==> config.mk <==
export PLATFORM = sky130hd
export DESIGN_NAME = lru_replacement_miss_counter
export DESIGN_NICKNAME = d
export VERILOG_FILES = /design/src/design/lrumc_pkg.sv /design/src/design/lru_replacement_miss_counter.sv /design/src/design/lrumc_cell.sv
export SDC_FILE = /design/constraint.sdc
export NUM_CORES = 1
export LEC_CHECK = 0
export BUFFER_PORTS_ARGS = -buffer_cell sky130_fd_sc_hd__buf_2
export CORE_UTILIZATION = 30
export CTS_CLUSTER_SIZE = 24
export DETAILED_ROUTE_END_ITERATION = 12
export PLACE_DENSITY = 0.52
export SYNTH_ARGS = -nofsm -noshare
export SYNTH_HDL_FRONTEND = slang
export SYNTH_SLANG_ARGS = --single-unit
==> constraint.sdc <==
create_clock -name i_clk -period 12.4 [get_ports i_clk]
set_clock_uncertainty 0.15 [all_clocks]
set_input_delay 1.24 -clock i_clk [delete_from_list [all_inputs] [get_ports i_clk]]
set_output_delay 1.24 -clock i_clk [all_outputs]
set_load 0.01 [all_outputs]
==> src/design/lrumc_pkg.sv <==
// Shared constants, types and helpers of the LRU miss counter.
package lrumc_pkg;

    localparam int ENTRIES   = 16;
    localparam int KEY_WIDTH = 32;
    localparam int REQ_W     = 32;
    localparam int CAP_W     = 5;
    localparam int OCC_W     = 5;
    localparam int MISS_W    = 32;
    localparam int CNT_W     = $clog2(ENTRIES + 1);
    localparam int CMP_W     = (CNT_W > CAP_W) ? CNT_W : CAP_W;

    localparam logic [CAP_W-1:0]  CAP_RESET = CAP_W'(16);
    localparam logic [MISS_W-1:0] MISS_MAX  = {MISS_W{1'b1}};

    typedef logic [KEY_WIDTH-1:0] t_key;
    typedef logic [CNT_W-1:0]     t_cnt;

    // Control broadcast from the top level to one cell.
    typedef struct packed {
        logic load;
        logic any_hit;
        logic in_use;
        logic shift_lim;
    } t_cell_ctrl;

    function automatic t_key key_of(input logic [REQ_W-1:0] req);
        key_of = t_key'(req);
    endfunction

    // Capacity register value clamped to the range 1 .. ENTRIES.
    function automatic t_cnt eff_cap(input logic [CAP_W-1:0] cap);
        logic [CMP_W-1:0] c;
        c = CMP_W'(cap);
        if (c == '0) begin
            c = CMP_W'(1);
        end
        if (c > CMP_W'(ENTRIES)) begin
            c = CMP_W'(ENTRIES);
        end
        eff_cap = t_cnt'(c);
    endfunction

endpackage

==> src/design/lru_replacement_miss_counter.sv <==
// Top level of the fully associative LRU cache with saturating miss counter.
// One request transaction is accepted per clock cycle, and its result appears
// in the output register in the cycle after acceptance. The rate is set by the
// row of ENTRIES key cells: every request is compared against all cells at
// once, a priority chain through the cells picks the most recent match, and
// the stack shifts by one position in the same cycle. A result waiting in the
// output register blocks new requests only while the consumer stalls.
// The capacity register is written with i_cfg_we and should only change while
// no request is in flight.
module lru_replacement_miss_counter (
    input  logic                          i_clk,
    input  logic                          i_rst_n,
    input  logic                          i_cfg_we,
    input  logic [lrumc_pkg::CAP_W-1:0]   i_cfg_data,
    input  logic                          i_in_valid,
    output logic                          o_in_ready,
    input  logic [lrumc_pkg::REQ_W-1:0]   i_request_key,
    input  logic                          i_end_of_run,
    output logic                          o_out_valid,
    input  logic                          i_out_ready,
    output logic                          o_hit,
    output logic [lrumc_pkg::MISS_W-1:0]  o_miss_count,
    output logic [lrumc_pkg::OCC_W-1:0]   o_occupancy
);
    import lrumc_pkg::*;

    logic [CAP_W-1:0]  r_capacity;
    t_cnt              r_count;
    t_cnt              n_count;
    logic [MISS_W-1:0] r_misses;
    logic [MISS_W-1:0] n_misses;
    logic              r_out_valid;
    logic              r_hit;
    logic [MISS_W-1:0] r_miss_out;
    t_cnt              r_occ_out;

    logic       w_accept;
    t_key       w_key;
    t_cnt       w_cap;
    t_cnt       w_cnt;
    t_cnt       w_top;
    t_cnt       w_cnt_after;
    logic [MISS_W-1:0] w_miss_after;
    logic       w_any_hit;

    t_key       w_keys  [ENTRIES];
    logic       w_found [ENTRIES+1];
    t_cell_ctrl w_ctrl  [ENTRIES];

    assign o_in_ready = i_rst_n && (!r_out_valid || i_out_ready);
    assign w_accept   = i_in_valid && o_in_ready;
    assign w_key      = key_of(i_request_key);

    // Occupancy above a lowered capacity is trimmed before lookup.
    assign w_cap = eff_cap(r_capacity);
    assign w_cnt = (r_count > w_cap) ? w_cap : r_count;
    assign w_top = (w_cnt >= w_cap) ? (w_cap - t_cnt'(1)) : w_cnt;

    assign w_found[0] = 1'b0;
    assign w_any_hit  = w_found[ENTRIES];

    genvar gi;
    generate
        for (gi = 0; gi < ENTRIES; gi++) begin : g_cell
            t_key w_prev;
            if (gi == 0) begin : g_head
                assign w_prev = w_key;
            end else begin : g_link
                assign w_prev = w_keys[gi-1];
            end

            assign w_ctrl[gi].load      = w_accept;
            assign w_ctrl[gi].any_hit   = w_any_hit;
            assign w_ctrl[gi].in_use    = t_cnt'(gi) < w_cnt;
            assign w_ctrl[gi].shift_lim = t_cnt'(gi) <= w_top;

            lrumc_cell u_cell (
                .i_clk       (i_clk),
                .i_req_key   (w_key),
                .i_prev_key  (w_prev),
                .i_found_in  (w_found[gi]),
                .i_ctrl      (w_ctrl[gi]),
                .o_found_out (w_found[gi+1]),
                .o_key       (w_keys[gi])
            );
        end
    endgenerate

    assign w_cnt_after  = w_any_hit ? w_cnt : (w_top + t_cnt'(1));
    assign w_miss_after = (w_any_hit || r_misses == MISS_MAX) ? r_misses
                                                               : (r_misses + MISS_W'(1));

    always_comb begin
        n_count  = r_count;
        n_misses = r_misses;
        if (w_accept) begin
            if (i_end_of_run) begin
                n_count  = '0;
                n_misses = '0;
            end else begin
                n_count  = w_cnt_after;
                n_misses = w_miss_after;
            end
        end
    end

    always_ff @(posedge i_clk) begin
        if (!i_rst_n) begin
            r_capacity  <= CAP_RESET;
            r_count     <= '0;
            r_misses    <= '0;
            r_out_valid <= 1'b0;
        end else begin
            if (i_cfg_we) begin
                r_capacity <= i_cfg_data;
            end
            r_count  <= n_count;
            r_misses <= n_misses;
            if (w_accept) begin
                r_out_valid <= 1'b1;
            end else if (i_out_ready) begin
                r_out_valid <= 1'b0;
            end
        end
    end

    always_ff @(posedge i_clk) begin
        if (w_accept) begin
            r_hit      <= w_any_hit;
            r_miss_out <= w_miss_after;
            r_occ_out  <= w_cnt_after;
        end
    end

    assign o_out_valid  = r_out_valid;
    assign o_hit        = r_hit;
    assign o_miss_count = r_miss_out;
    assign o_occupancy  = OCC_W'(r_occ_out);

endmodule

==> src/design/lrumc_cell.sv <==
// One position of the recency stack: holds a key, compares and shifts.
module lrumc_cell (
    input  logic                i_clk,
    input  lrumc_pkg::t_key     i_req_key,
    input  lrumc_pkg::t_key     i_prev_key,
    input  logic                i_found_in,
    input  lrumc_pkg::t_cell_ctrl i_ctrl,
    output logic                o_found_out,
    output lrumc_pkg::t_key     o_key
);
    import lrumc_pkg::*;

    t_key r_key;
    t_key n_key;
    logic w_match;
    logic w_shift;

    assign w_match     = i_ctrl.in_use && (r_key == i_req_key);
    assign o_found_out = i_found_in | w_match;

    // Cells up to and including the hit position, or up to the insertion
    // limit on a miss, take the key of their more recent neighbor.
    assign w_shift = i_ctrl.load && !i_found_in && (i_ctrl.any_hit || i_ctrl.shift_lim);

    always_comb begin
        n_key = r_key;
        if (w_shift) begin
            n_key = i_prev_key;
        end
    end

    always_ff @(posedge i_clk) begin
        r_key <= n_key;
    end

    assign o_key = r_key;

endmodule

; ---- After elaboration in Yosys (flattened, before gate mapping)
; Cells that the tools add are included.
[word_totals]
ff_bits = 593
inputBits = 43
out_inout_bits = 40
[classes]
add_sub_neg = 3
n_lt_le_gt_ge = 35
n_eq_ne = 17
muxes = 10
bitwise = 15
reduce_logical = 85
[ops]
columns = op, count
row1 = $eq 32x32->1, 16
row2 = $mux 32, 2
row3 = $logic_and 1x1->1, 49
row4 = $le 4x5->1 const A, 8
row5 = $lt 4x5->1 const A, 8
row6 = $add 32x1->32 const B, 1
row7 = $eq 32x32->1 const B, 1
row8 = $mux 5, 6
row9 = $le 3x5->1 const A, 4
row10 = $lt 3x5->1 const A, 4
row11 = $logic_or 1x1->1, 18
row12 = $logic_not 1->1, 16
row13 = $or 1x1->1, 15
row14 = $le 1x5->1 const A, 2
row15 = $le 2x5->1 const A, 2
row16 = $lt 1x5->1 const A, 2
row17 = $lt 2x5->1 const A, 2
row18 = $add 5x1->5 const B, 1
row19 = $ge 5x5->1, 1
row20 = $gt 5x5->1, 1
row21 = $gt 5x5->1 const B, 1
row22 = $logic_not 5->1, 1
row23 = $sub 5x1->5 const B, 1
row24 = $mux 1, 2
row25 = $reduce_bool 2->1, 1

; ---- Longest topological paths before layout
[depth]
word_depth = 26
depth_mapped = 21
ltp_nobuf = 20

; ---- Cells and area by module
; From an unflattened synthesis, not the netlist that was laid out.
[hier_totals]
hier_cells = 1763
hier_area_um2 = 26063.7
[by_module_without_submodules]
columns = mod, instances, cells_per_inst, area_each_um2, seq_area_each_um2
row1 = lrumc_cell, 16, 78, 1327.5, 960.9
row2 = lru_replacement_miss_counter, 1, 515, 4823.4, 2001.9

; ---- Least setup slack after synthesis
; Ideal clock, no wire load.
[synth_timing]
path_type = register to register
start = register r_capacity[4]
end = register g_cell[12].u_cell.r_key[0], enable pin
setup_time_ns = 0.470
t_arrival_ns = 6.593
required_time_ns = 11.780
slack_ns = 5.187
stages_incl_launch_ff = 20
path_buffers = 2
synth_period_minus_slack_ns = 7.213
path_cell_list = dfxtp_1 > clkbuf_1 > nor2b_1 > inv_1 > ha_1 > nor2b_4 > o31a_4 > o21ai_4 > buf_4 > mux2i_1 > inv_1 > ha_1 > a21oi_1 > nor2b_1 > o21ai_0 > a21oi_1 > mux2i_1 > and2_1 > o21ai_0 > a211oi_1
[synth_via]
elab_chain_cells = 25
[synth_rtl]
columns = element, line
row1 = from (decl), lru_replacement_miss_counter.sv:27  ; logic [CAP_W-1:0] r_capacity;
row2 = from (signal assigned), lru_replacement_miss_counter.sv:115  ; r_capacity <= i_cfg_data;
row3 = $logic_not 5->1, lrumc_pkg.sv:35  ; if (c == '0) begin
row4 = $mux 5 (*), lrumc_pkg.sv:35
row5 = $gt 5x5->1, lrumc_pkg.sv:38  ; if (c > CMP_W'(ENTRIES)) begin
row6 = $mux 5 (*), lrumc_pkg.sv:38
row7 = $gt 5x5->1, lru_replacement_miss_counter.sv:56  ; assign w_cnt = (r_count > w_cap) ? w_cap : r_count;
row8 = $mux 5, lru_replacement_miss_counter.sv:56
row9 = $lt 1x5->1, lru_replacement_miss_counter.sv:74  ; assign w_ctrl[gi].in_use = t_cnt'(gi) < w_cnt;
row10 = $logic_and 1x1->1, lrumc_cell.sv:18  ; assign w_match = i_ctrl.in_use && (r_key == i_req_key);
row11 = $or 1x1->1 (15 in a row), lrumc_cell.sv:19  ; assign o_found_out = i_found_in | w_match;
row12 = $logic_or 1x1->1, lrumc_cell.sv:23  ; assign w_shift = i_ctrl.load && !i_found_in && (i_ctrl.any_hit || i_ctrl.shift_lim);
row13 = $logic_and 1x1->1 (*), lrumc_cell.sv:23
row14 = named net g_cell[12].u_cell.w_shift, lrumc_cell.sv:16  ; logic w_shift;
row15 = to (signal assigned), lrumc_cell.sv:33  ; r_key <= n_key;
row16 = to (decl), lrumc_cell.sv:13  ; t_key r_key;
; Mark *: on every way through the listed nets, which the timed path passes. The rest lies on a longest branch.
; A chain may end at the register's enable or synchronous reset.

; ---- Worst setup path after layout
[layout_timing]
start = register r_capacity[1]
end = register g_cell[14].u_cell.r_key[27], enable pin
[layout_via]
elab_chain_cells = 25
[layout_rtl]
columns = element, line
row1 = $logic_not 5->1, lrumc_pkg.sv:35
row2 = $mux 5 (*), lrumc_pkg.sv:35
row3 = $gt 5x5->1, lrumc_pkg.sv:38
row4 = $mux 5 (*), lrumc_pkg.sv:38
row5 = $gt 5x5->1, lru_replacement_miss_counter.sv:56
row6 = $mux 5, lru_replacement_miss_counter.sv:56
row7 = $lt 1x5->1, lru_replacement_miss_counter.sv:74
row8 = $logic_and 1x1->1, lrumc_cell.sv:18
row9 = $or 1x1->1 (15 in a row), lrumc_cell.sv:19
row10 = $logic_or 1x1->1, lrumc_cell.sv:23
row11 = $logic_and 1x1->1 (*), lrumc_cell.sv:23
row12 = named net g_cell[14].u_cell.w_shift, lrumc_cell.sv:16
row13 = to (signal assigned), lrumc_cell.sv:33
row14 = to (decl), lrumc_cell.sv:13
; Marked as above.

==> flow_summary.toml <==
[status]
status = "completed"

[logic_synthesis]
synthCells = 1855
ys_types = 75
synth-seq-area-share = 0.655
synthArstFlopShare = 0
syn_area_sq_um = 26500
ys_seq_elements = 593
ys_warn_count = 0
ys.flop_type = "edfxtp_1"
syn-num-nets = 1913
synth_edf_count = 550
synth_area_per_cell_sq_um = 14.3

[power_and_ir_drop]
power_frac_seq = 0.505
finalPower_mw = 5.24
p_clk_frac = 0.360
p_leak_nw = 10.0
switching_share = 0.273
p_sw_mw = 1.43
p_int_mw = 3.81
combinationalPowerShare = 0.135
ir_drop_uv = 102
power_density_nw_per_um2 = 173

[timing]
hold_viol_final = 0
worstMarginPinSlew_ps = 1170
fin_crit_sh = 0.527
slew_headroom = 0.220
final.setup.worst_slack_ps = 5860
min_period_ps = 6540
setup_viol = 0
fmax_mhz = 153
drv_slew = 0
tns_ps = 0
holdWs_ps = 301
rsz0062_at_grt = "no"

[routing]
drt-pass1-iter-count = 5
routed_via_density = 4.82
antenna_left = 0
routedWlPerCell_um = 23.3
wl_um = 72800
drc = 0
vias = 15100
drt-initial-drc-count = 1155

[global_routing]
grt_remaining_overflow = 0
grt_pass1_wl_um = 106000
antenna_found_initial = 1
track_usage = 0.162
grt_pass1_vias = 15400
grt_max_degree = 67

[cells_and_area]
layout.nets = 1984
most-common-layout-cells = "edfxtp_1, xor2_1, xnor2_1, nor4_1, buf_2"
diodes = 0
final_common_cell = "edfxtp_1"
final_area_sq_um = 30300
drive_gt1_frac = 0.119
area_growth_pct = 14.2
num-fill-cells = 8374

[clock_network]
cts_max_level = 3
post_cts_buffers = 0
cts_resized = 0
holdBufCountCts = 0
cts_root_buffer = "clkbuf_16"
cts_made_buffers = 68
cts_tree = "built"
clk_latency_ps = 610
cts.clk_slew.worst_paths_ps = 70
clockBufferDepth = 3
cts.sinks = 593

[hold_path]
min_path_type = "register to register"

[setup_path]
end_kind = "register"
worstPathRequired_ps = 12470
startpoint_type = "register"
cp_max_fo = 32
cp.arrival_ps = 6610
rrSetupSlack_ps = 5860
crit_type = "register to register"

[floorplanning]
fp.dieH_um = 299
die_w_um = 299
start_util = 0.304
core_area_sq_um = 87200
ioPinCount = 83
die_area_sq_um = 89600
row_count = 108

[placed_design]
port_buffers = 82
post-place-ws_ps = 5930
place_area_sq_um = 28200
dpl.hpwl_um = 51500
gp_congestion = 0.850

[job]
maxCapViolations = 0
==> sequential cells by signal, summed over array words and instances (netlist names) <==
signal	flops
g_cell.u_cell.o_key	512
o_hit	1
o_miss_count	32
o_occupancy	5
o_out_valid	1
r_capacity	5
r_count	5
r_misses	32
==> synthesized netlist by cell type, drive strengths merged, types with 24 or more instances <==
| cell | n | area [sq um] |
|---|---|---|
| nor4 | 106 | 663 |
| edfxtp | 550 | 16500 |
| a21oi | 24 | 120 |
| buf | 79 | 403 |
| nand2 | 66 | 250 |
| xnor2 | 154 | 1350 |
| dfxtp | 43 | 861 |
| clkbuf | 24 | 90.1 |
| xor2 | 393 | 3440 |
| nor2 | 51 | 191 |
| nand3 | 44 | 220 |
| nand4 | 65 | 407 |
==> worst max-delay path: stages (launching register included) <==
cell,delay [ps]
dfxtp_1,440
nor2b_1,320
inv_1,150
ha_1,310
nor2b_4,140
o31a_4,300
o21ai_4,520
mux2i_1,500
inv_1,120
ha_1,290
a21oi_1,50
nor2b_1,100
o21ai_0,80
a21oi_1,500
mux2i_1,790
and2_1,280
o21ai_0,160
a21oi_4,900
==> cells by family after synthesis <==
group | Yosys count | synth area share
DFF | 593 | 0.655
xor gates and xnor gates | 547 | 0.181
and+or+nand+nor | 406 | 0.0850
AOI/OAI and AO/OA | 147 | 0.0412
buffers and inverters | 123 | 0.0214
muxes | 24 | 0.00958
adders and majority gates | 15 | 0.00708
==> worst paths after layout <==
| check | startpoint | cells after the start | end |
|---|---|---|---|
| hold / removal | g_cell[8].u_cell.o_key[14] | 0 | g_cell[9].u_cell.o_key[14] |
| setup reg to reg | r_capacity[1] | 17 | g_cell[14].u_cell.o_key[27] |
| setup / recovery | r_capacity[1] | 17 | g_cell[14].u_cell.o_key[27] |
| hold reg to reg | g_cell[8].u_cell.o_key[14] | 0 | g_cell[9].u_cell.o_key[14] |
==> per-layer routing <==
layer	track usage	share of wire	vias up	routed length, um
met5	0	0.00011	-	8
met3	0.0296	0.046	159	3370
met1	0.202	0.42	7502	30500
met2	0.276	0.50	428	36200
met4	0.0635	0.038	2	2760
li1	-	-	6980	-
==> power groups by stage <==
stage | Combinational [mW] | Sequential, mW | Clock, mW
2_1_floorplan | 0.471 | 2.63 | 0
3_3_place_gp | 0.711 | 2.69 | 0
3_5_place_dp | 0.711 | 2.69 | 0
4_1_cts | 0.715 | 2.65 | 1.92
5_1_grt | 0.766 | 2.67 | 2.00
6_report | 0.708 | 2.65 | 1.89
==> cell type report <==
cell class	count	area, sq um	share of cell area
Clock buffer	89	1840	0.0609
Clock inverter	30	216	0.00714
Sequential cell	593	17400	0.574
Timing Repair Buffer	104	576	0.0190
Inverter	20	75.1	0.00248
Multi-Input combinational cell	1139	8770	0.289
Tap cell	1155	1450	0.0477
==> per-stage QoR <==
stage / instances / util
after floorplan: 1855 / -
after CTS: 3130 / 0.348
after global placement: 3011 / 0.324
after global routing: 3130 / 0.348
final: 3130 / 0.348
after detailed placement: 3011 / 0.324
(Power assumes the default switching activity.)
